$ cat config.mk
export PLATFORM = sky130hd
export DESIGN_NAME = fcal_ctrl
export DESIGN_NICKNAME = d
export VERILOG_FILES = /design/src/sv/fat_chain_allocator_core_defines.svh /design/src/sv/fcal_pkg.sv /design/src/sv/fcal_ctrl.sv
export SDC_FILE = /design/constraint.sdc
export NUM_CORES = 1
export LEC_CHECK = 0
export BUFFER_PORTS_ARGS = -buffer_cell sky130_fd_sc_hd__buf_4
export CORE_MARGIN = 2
export CORE_UTILIZATION = 50
export CTS_CLUSTER_SIZE = 16
export DETAILED_ROUTE_END_ITERATION = 12
export HOLD_SLACK_MARGIN = 0.12
export PLACE_DENSITY = 0.7
export SYNTH_ARGS = -nofsm -noshare
export SYNTH_HDL_FRONTEND = slang
export SYNTH_SLANG_ARGS = --single-unit
$ cat constraint.sdc
create_clock -name clk -period 4.2 [get_ports clk]
set_input_delay 0.42 -clock clk [delete_from_list [all_inputs] [get_ports clk]]
set_output_delay 0.42 -clock clk [all_outputs]
set_load 0.01 [all_outputs]
$ cat src/sv/fat_chain_allocator_core_defines.svh
// Assertion macros for the allocator RTL.
// No dependencies; include by bare file name.
`ifndef FAT_CHAIN_ALLOCATOR_CORE_DEFINES_SVH
`define FAT_CHAIN_ALLOCATOR_CORE_DEFINES_SVH

// Clocked assertion, disabled while reset is asserted.
`define FCAL_ASSERT(lbl, prop, msg) \
  lbl: assert property (@(posedge clk) disable iff (!rst_n) prop) else $error(msg);

// Clocked assertion that also holds across reset.
`define FCAL_ASSERT_ALWAYS(lbl, prop, msg) \
  lbl: assert property (@(posedge clk) prop) else $error(msg);

`endif

$ cat src/sv/fcal_pkg.sv
// Types, codes and sizes of the FAT chain allocator.
// No dependencies; used by fcal_ctrl, the top level and the test bench.
`default_nettype none
package fcal_pkg;

  localparam int FAT_ENTRIES = 1024;
  localparam int ADDR_W      = $clog2(FAT_ENTRIES);
  localparam int ENTRY_W     = 11;
  localparam int IDX_W       = 10;
  localparam int BS_W        = 16;
  localparam int BYTES_W     = 32;
  localparam int ACC_W       = BYTES_W + 1;

  localparam logic [ENTRY_W-1:0] END_MARK = '1;

  localparam logic [1:0] ST_OK      = 2'd0;
  localparam logic [1:0] ST_FULL    = 2'd1;
  localparam logic [1:0] ST_END     = 2'd2;
  localparam logic [1:0] ST_CORRUPT = 2'd3;

  localparam logic CFG_BLK_BYTES = 1'b0;
  localparam logic CFG_USABLE    = 1'b1;

  localparam logic [BS_W-1:0]    BLK_BYTES_RST = 16'd1024;
  localparam logic [ENTRY_W-1:0] USABLE_RST    = 11'd1024;

  typedef enum logic [1:0] {
    FN_ALLOC  = 2'd0,
    FN_EXTEND = 2'd1,
    FN_TRUNC  = 2'd2,
    FN_LOOKUP = 2'd3
  } func_t;

  typedef enum logic [3:0] {
    S_CLEAR,
    S_IDLE,
    S_CHK_RD,
    S_CHK_DT,
    S_SCAN,
    S_WALK,
    S_WALK_DT,
    S_TR_KEEP,
    S_TR_FREE,
    S_TR_FDT,
    S_FIN
  } state_t;

  typedef struct packed {
    logic [1:0]         func;
    logic [IDX_W-1:0]   start_block;
    logic [IDX_W-1:0]   count;
    logic [BYTES_W-1:0] byte_size;
  } in_item_t;

  typedef struct packed {
    logic [1:0]         status;
    logic [IDX_W-1:0]   block;
    logic [ENTRY_W-1:0] blocks_done;
  } out_item_t;

  typedef struct packed {
    logic idle;
    logic res_valid;
  } ctrl_sts_t;

endpackage
`default_nettype wire

$ cat src/sv/fcal_ctrl.sv
// Request sequencer: clears the table, checks, walks and truncates chains, scans for free blocks.
// Depends on fcal_pkg; drives the ports of one fcal_ram.
`default_nettype none
module fcal_ctrl (
  input  wire logic                        clk,
  input  wire logic                        rst_n,
  input  wire logic                        start,
  input  wire fcal_pkg::in_item_t          req,
  input  wire logic [fcal_pkg::BS_W-1:0]    bytes_per_blk,
  input  wire logic [fcal_pkg::ENTRY_W-1:0] usable_entries,
  input  wire logic                        res_take,
  output fcal_pkg::ctrl_sts_t              sts,
  output fcal_pkg::out_item_t              res,
  output logic                             ram_we,
  output logic [fcal_pkg::ADDR_W-1:0]      ram_waddr,
  output logic [fcal_pkg::ENTRY_W-1:0]     ram_wdata,
  output logic [fcal_pkg::ADDR_W-1:0]      ram_raddr,
  input  wire logic [fcal_pkg::ENTRY_W-1:0] ram_rdata
);

  localparam int AW = fcal_pkg::ADDR_W;
  localparam int EW = fcal_pkg::ENTRY_W;

  fcal_pkg::state_t  state_r, state_nxt;
  fcal_pkg::in_item_t req_r, req_nxt;
  fcal_pkg::out_item_t res_r, res_nxt;
  logic [EW-1:0] n_r, n_nxt;
  logic [fcal_pkg::BS_W-1:0] bs_r, bs_nxt;
  logic [EW-1:0] cur_r, cur_nxt;
  logic [EW-1:0] len_r, len_nxt;
  logic [EW-1:0] done_r, done_nxt;
  logic [fcal_pkg::ACC_W-1:0] acc_r, acc_nxt;
  logic [EW-1:0] scan_r, scan_nxt;
  logic [EW-1:0] pidx_r, pidx_nxt;
  logic pend_r, pend_nxt;
  logic first_r, first_nxt;
  logic [fcal_pkg::IDX_W-1:0] blk0_r, blk0_nxt;
  logic [AW-1:0] clr_r, clr_nxt;

  logic is_alloc;
  logic want;
  logic [EW-1:0] cnt_p1;

  always_ff @(posedge clk) begin
    if (!rst_n) begin
      state_r <= fcal_pkg::S_CLEAR;
      clr_r   <= '0;
      pend_r  <= 1'b0;
    end else begin
      state_r <= state_nxt;
      clr_r   <= clr_nxt;
      pend_r  <= pend_nxt;
    end
  end

  always_ff @(posedge clk) begin
    req_r   <= req_nxt;
    res_r   <= res_nxt;
    n_r     <= n_nxt;
    bs_r    <= bs_nxt;
    cur_r   <= cur_nxt;
    len_r   <= len_nxt;
    done_r  <= done_nxt;
    acc_r   <= acc_nxt;
    scan_r  <= scan_nxt;
    pidx_r  <= pidx_nxt;
    first_r <= first_nxt;
    blk0_r  <= blk0_nxt;
  end

  assign is_alloc = (req_r.func == fcal_pkg::FN_ALLOC);
  assign cnt_p1   = {1'b0, req_r.count} + EW'(1);
  assign want     = first_r ? 1'b1 :
                    is_alloc ? (acc_r < {1'b0, req_r.byte_size}) :
                    (done_r < {1'b0, req_r.count});

  always_comb begin
    state_nxt = state_r;
    req_nxt   = req_r;
    res_nxt   = res_r;
    n_nxt     = n_r;
    bs_nxt    = bs_r;
    cur_nxt   = cur_r;
    len_nxt   = len_r;
    done_nxt  = done_r;
    acc_nxt   = acc_r;
    scan_nxt  = scan_r;
    pidx_nxt  = pidx_r;
    pend_nxt  = 1'b0;
    first_nxt = first_r;
    blk0_nxt  = blk0_r;
    clr_nxt   = clr_r;
    ram_we    = 1'b0;
    ram_waddr = cur_r[AW-1:0];
    ram_wdata = '0;
    ram_raddr = cur_r[AW-1:0];

    unique case (state_r)
      fcal_pkg::S_CLEAR: begin
        ram_we    = 1'b1;
        ram_waddr = clr_r;
        clr_nxt   = clr_r + AW'(1);
        if (clr_r == AW'(fcal_pkg::FAT_ENTRIES - 1)) begin
          state_nxt = fcal_pkg::S_IDLE;
        end
      end

      fcal_pkg::S_IDLE: begin
        if (start) begin
          req_nxt   = req;
          n_nxt     = (usable_entries > EW'(fcal_pkg::FAT_ENTRIES)) ?
                      EW'(fcal_pkg::FAT_ENTRIES) : usable_entries;
          bs_nxt    = (bytes_per_blk == '0) ? fcal_pkg::BS_W'(1) : bytes_per_blk;
          done_nxt  = '0;
          acc_nxt   = '0;
          scan_nxt  = EW'(1);
          res_nxt   = '0;
          if (req.func == fcal_pkg::FN_ALLOC) begin
            first_nxt = 1'b1;
            state_nxt = fcal_pkg::S_SCAN;
          end else begin
            first_nxt = 1'b0;
            cur_nxt   = {1'b0, req.start_block};
            len_nxt   = EW'(1);
            if (req.start_block == '0 || {1'b0, req.start_block} >= n_nxt) begin
              res_nxt.status = fcal_pkg::ST_CORRUPT;
              state_nxt      = fcal_pkg::S_FIN;
            end else begin
              state_nxt = fcal_pkg::S_CHK_RD;
            end
          end
        end
      end

      fcal_pkg::S_CHK_RD: begin
        state_nxt = fcal_pkg::S_CHK_DT;
      end

      fcal_pkg::S_CHK_DT: begin
        if (ram_rdata == fcal_pkg::END_MARK) begin
          // chain is sound: cur_r is its last block, len_r its length
          unique case (req_r.func)
            fcal_pkg::FN_EXTEND: begin
              state_nxt = fcal_pkg::S_SCAN;
            end
            fcal_pkg::FN_TRUNC: begin
              if (len_r < cnt_p1) begin
                res_nxt.status = fcal_pkg::ST_END;
                res_nxt.block  = cur_r[fcal_pkg::IDX_W-1:0];
                state_nxt      = fcal_pkg::S_FIN;
              end else begin
                cur_nxt   = {1'b0, req_r.start_block};
                state_nxt = fcal_pkg::S_WALK;
              end
            end
            fcal_pkg::FN_LOOKUP: begin
              if (len_r < cnt_p1) begin
                res_nxt.status      = fcal_pkg::ST_END;
                res_nxt.block       = cur_r[fcal_pkg::IDX_W-1:0];
                res_nxt.blocks_done = len_r - EW'(1);
                state_nxt           = fcal_pkg::S_FIN;
              end else begin
                cur_nxt   = {1'b0, req_r.start_block};
                state_nxt = fcal_pkg::S_WALK;
              end
            end
            default: begin
              state_nxt = fcal_pkg::S_FIN;
            end
          endcase
        end else if (ram_rdata == '0 || ram_rdata >= n_r || len_r >= n_r - EW'(1)) begin
          res_nxt.status = fcal_pkg::ST_CORRUPT;
          state_nxt      = fcal_pkg::S_FIN;
        end else begin
          cur_nxt   = ram_rdata;
          len_nxt   = len_r + EW'(1);
          state_nxt = fcal_pkg::S_CHK_RD;
        end
      end

      fcal_pkg::S_SCAN: begin
        if (!want) begin
          // enough blocks linked: close the chain
          ram_we              = 1'b1;
          ram_wdata           = fcal_pkg::END_MARK;
          res_nxt.status      = fcal_pkg::ST_OK;
          res_nxt.block       = is_alloc ? blk0_r : cur_r[fcal_pkg::IDX_W-1:0];
          res_nxt.blocks_done = is_alloc ? done_r + EW'(1) : done_r;
          state_nxt           = fcal_pkg::S_FIN;
        end else if (pend_r && ram_rdata == '0) begin
          // free block found; entries below it are all taken
          if (first_r) begin
            blk0_nxt  = pidx_r[fcal_pkg::IDX_W-1:0];
            first_nxt = 1'b0;
          end else begin
            ram_we    = 1'b1;
            ram_wdata = pidx_r;
            done_nxt  = done_r + EW'(1);
            acc_nxt   = acc_r + {{(fcal_pkg::ACC_W - fcal_pkg::BS_W){1'b0}}, bs_r};
          end
          cur_nxt  = pidx_r;
          scan_nxt = pidx_r + EW'(1);
        end else if (scan_r < n_r) begin
          ram_raddr = scan_r[AW-1:0];
          pidx_nxt  = scan_r;
          pend_nxt  = 1'b1;
          scan_nxt  = scan_r + EW'(1);
        end else begin
          res_nxt.status = fcal_pkg::ST_FULL;
          if (first_r) begin
            res_nxt.block       = '0;
            res_nxt.blocks_done = '0;
          end else begin
            ram_we              = 1'b1;
            ram_wdata           = fcal_pkg::END_MARK;
            res_nxt.block       = is_alloc ? blk0_r : cur_r[fcal_pkg::IDX_W-1:0];
            res_nxt.blocks_done = is_alloc ? done_r + EW'(1) : done_r;
          end
          state_nxt = fcal_pkg::S_FIN;
        end
      end

      fcal_pkg::S_WALK: begin
        if (done_r == {1'b0, req_r.count}) begin
          res_nxt.block = cur_r[fcal_pkg::IDX_W-1:0];
          if (req_r.func == fcal_pkg::FN_LOOKUP) begin
            res_nxt.blocks_done = done_r;
            state_nxt           = fcal_pkg::S_FIN;
          end else begin
            state_nxt = fcal_pkg::S_TR_KEEP;
          end
        end else begin
          state_nxt = fcal_pkg::S_WALK_DT;
        end
      end

      fcal_pkg::S_WALK_DT: begin
        cur_nxt   = ram_rdata;
        done_nxt  = done_r + EW'(1);
        state_nxt = fcal_pkg::S_WALK;
      end

      fcal_pkg::S_TR_KEEP: begin
        // read of the kept block issued in S_WALK arrives now
        ram_we    = 1'b1;
        ram_wdata = fcal_pkg::END_MARK;
        cur_nxt   = ram_rdata;
        done_nxt  = '0;
        state_nxt = fcal_pkg::S_TR_FREE;
      end

      fcal_pkg::S_TR_FREE: begin
        if (cur_r == fcal_pkg::END_MARK || cur_r == '0 ||
            done_r >= EW'(fcal_pkg::FAT_ENTRIES)) begin
          res_nxt.blocks_done = done_r;
          state_nxt           = fcal_pkg::S_FIN;
        end else begin
          state_nxt = fcal_pkg::S_TR_FDT;
        end
      end

      fcal_pkg::S_TR_FDT: begin
        ram_we    = 1'b1;
        ram_wdata = '0;
        cur_nxt   = ram_rdata;
        done_nxt  = done_r + EW'(1);
        state_nxt = fcal_pkg::S_TR_FREE;
      end

      fcal_pkg::S_FIN: begin
        if (res_take) begin
          state_nxt = fcal_pkg::S_IDLE;
        end
      end

      default: begin
        state_nxt = fcal_pkg::S_IDLE;
      end
    endcase
  end

  assign sts.idle      = (state_r == fcal_pkg::S_IDLE);
  assign sts.res_valid = (state_r == fcal_pkg::S_FIN);
  assign res           = res_r;

endmodule
`default_nettype wire

==> impl_metrics.json <==
{
  "synth_compound_area_share_pct": 13.3,
  "slowest_stage": "o31ai_4",
  "cts_tree": "done",
  "clk_path_buf_depth": 3,
  "dp_hpwl_microns": 26000,
  "numCtsBuffers": 24,
  "synth-async-reset-ratio_pct": 0,
  "postPlaceCellArea_sq_um": 14900,
  "path_class": "reg2out",
  "ant_nets": 0,
  "powerDensity_nw_per_um2": 284,
  "cp.arrival_ns": 3.53,
  "slew_viol_final": 0,
  "critPathBufInv": 2,
  "synth_top_family_by_area": "simple AND/OR/NAND/NOR gates",
  "synth_top_area_share_pct": 45.5,
  "synth_commonest_cells": "203 x edfxtp_1, 133 x nor2_1, 116 x ha_1, 111 x nand2_1, 88 x inv_1",
  "totalWireLength_microns": 35400,
  "grt_pass1_wl_microns": 55700,
  "yosys.cell_count.top_type": "edfxtp_1",
  "yosysSeqAreaShare_pct": 47.8,
  "yosys_warnings": 0,
  "gr-usage-all-layers_pct": 25.0,
  "grt_pass1_vias": 10400,
  "coreArea_sq_um": 26200,
  "ys_types": 76,
  "max_freq_mhz": 253,
  "fp.dieW_microns": 168,
  "use_met3_pct": 4.47,
  "drt_iter0_drc": 1007,
  "grt_busiest_layer": "met2",
  "slew_headroom_pct": 24.0,
  "utilization_pct": 62.3,
  "placementRows": 59,
  "finalHoldViolations": 0,
  "crit_chain": "ha_1 -> a21o_1 -> a2111oi_2 -> nor2_1 -> o31ai_4 -> o2111a_2 -> buf_12 -> mux2_2 -> buf_4",
  "clockRootBuffer": "clkbuf_16",
  "synth_edf_count": 203,
  "ir_drop_uv": 336,
  "tns_ns": 0,
  "dr.pass1.iters": 5,
  "h-tree-depth": 1,
  "cts.sinks": 218,
  "gr-usage-met2_pct": 42.1,
  "critPathLaunchType": "flip-flop",
  "synthMuxAreaShare_pct": 2.82,
  "place.gp.congestion": 0.971,
  "whs_ns": 0.138,
  "synth-adder-area-share_pct": 11.0,
  "clk_latency_ns": 0.52,
  "grt_overflow": 0,
  "worst_pin_slew_ns": 1.13,
  "multiInputGateArea_sq_um": 6460,
  "yosysTopAreaCell": "edfxtp_1",
  "setup-violations-final": 0,
  "diodes": 0,
  "max_cap_violations": 0,
  "status": "completed",
  "synth_simple_gate_area_share_pct": 15.2,
  "grtUsageMet1_pct": 33.6,
  "vias": 10700,
  "netlist_area_sq_um": 13400,
  "ys.flop_type": "edfxtp_1",
  "p_leak_nw": 6.58,
  "syn_area_per_cell_sq_um": 10.4,
  "avgRoutedWirePerCell_microns": 19.2,
  "area_growth_pct": 21.9,
  "die_h_microns": 168,
  "finalClockSkew_ns": 0.0116,
  "portBuffers": 152,
  "path_clk_slew_ns": 0.06,
  "fillers": 2154,
  "syn_inst": 1285,
  "hp-class": "in2reg",
  "worstPathRequired_ns": 3.78,
  "synth.area.top_cells": "edfxtp_1 46%, ha_1 11%, xnor2_1 3.8%, nor2_1 3.7%, nand2_1 3.1%",
  "cp_top_family": "compound AO/OA/AOI/OAI gates",
  "cpPeakStageDelay_ns": 0.51,
  "rsz0062_at_grt": "false",
  "drc": 0,
  "layout.nets": 1706,
  "seqCellArea_sq_um": 6400,
  "synth.ff_latch_count": 218,
  "start_util_pct": 51.1,
  "fin_crit_sh_pct": 94.1,
  "vias_per_cell": 5.81,
  "final_area_sq_um": 16300,
  "dieArea_sq_um": 28100,
  "cp_max_fo": 14,
  "grt_start_max_net_pins": 82,
  "synthXorXnorAreaFrac_pct": 5.76,
  "end_kind": "primary output",
  "layout_min_cycle_time_ns": 3.95,
  "cts_resized": 0,
  "drive_above_1_share_pct": 16.7,
  "synth_nets": 1498,
  "antenna_found_initial": 0,
  "ioPinCount": 153
}
[path summary, 6_finish.rpt]
check             startpoint            to  slack, ns  cells after the start
hold / removal       req[43]     req_r[43]       0.14                      1
setup reg to reg      n_r[2]      cur_r[4]       0.49                     13
setup / recovery   acc_r[20]  ram_raddr[0]       0.25                      9
hold reg to reg   scan_r[10]    pidx_r[10]       0.52                      0
[layer usage]
layer	part of all wire, %	vias to the layer above
met1	43	5091
met4	2.5	0
met3	7.7	67
met2	47	434
met5	0	-
li1	-	5136
[worst register-to-register path, cell delays in order (launching register included)]
cell and delay [ns]:
edfxtp_1 0.45, nor4_1 0.52, nand2_1 0.14, nor4_1 0.28, xnor2_1 0.11, ha_1 0.18, a211o_1 0.25, a221oi_1 0.19
o21ai_0 0.12, nor4bb_1 0.33, and3_1 0.24, a311oi_1 0.07, nor3_1 0.28, buf_4 0.25
[through the flow]
step                      std cells  power, mW  setup WS, ns
after floorplan                1285       2.45         0.361
after global placement         1735       2.56         0.616
after detailed placement       1735       2.56         0.535
after CTS                      1844       4.66         0.116
after global routing           1846       4.77        0.0902
final                          1846       4.63         0.248
[placed cells by master (no fill, tap or decap), types with 7 or more instances in the layout]
cell type / instances
edfxtp_1: 203
buf_4: 170
nor2_1: 132
ha_1: 116
nand2_1: 111
inv_1: 88
a21oi_1: 80
dlygate4sd3_1: 65
xnor2_1: 58
o21ai_0: 50
nand3_1: 40
xor2_1: 30
nor3_1: 28
clkbuf_16: 25
nor4_1: 20
nand4_1: 17
and3_1: 17
a21o_1: 15
dfxtp_1: 15
mux2_2: 14
a211oi_1: 12
a22o_1: 12
a221oi_1: 11
mux2i_1: 10
nand2b_1: 9
o21a_1: 9
a31oi_1: 9
and2_1: 8
mux2_4: 8
nor2b_1: 7
and4_1: 7
o31ai_1: 7
[report_power, final]
group / switching, mW / internal, mW / total [mW] / leakage, nW
clock network: 0.863 / 1.20 / 2.06 / 0.372
registers: 0.00313 / 2.35 / 2.36 / 2.06
logic: 0.0848 / 0.124 / 0.209 / 4.15
total: 0.951 / 3.68 / 4.63 / 6.58
[cell type report]
class	count	area share [%]
flip-flops and latches	218	39.2
well taps	335	2.57
repair buffers	236	11.9
multi-input cells	925	39.6
inverters	88	2.02
clock buffers	27	3.88
clock inverters	17	0.828
[state kept, by name, summed over array words and instances (netlist names)]
name / cells
pend_r: 1
cur_r: 11
len_r: 11
n_r: 11
pidx_r: 11
first_r: 1
req_r: 54
state_r: 4
scan_r: 11
done_r: 11
blk0_r: 10
bs_r: 16
acc_r: 33
clr_r: 10
res: 23
[timing repair]
| action | in CTS | in global routing |
|---|---|---|
| hold endpoints to repair | 65 | 0 |
| buffers inserted | 0 | 2 |
| endpoints found under the setup margin | 0 | 10 |
| hold buffers | 65 | 0 |
[kinds of logic after synthesis]
family          Yosys count
compound gates          263
simple gates            425
flops                   218
buf+inv                 142
mux                      32
fa+ha+maj               117
xor+xnor                 88
No activity file was read; power rests on OpenSTA's default activity.
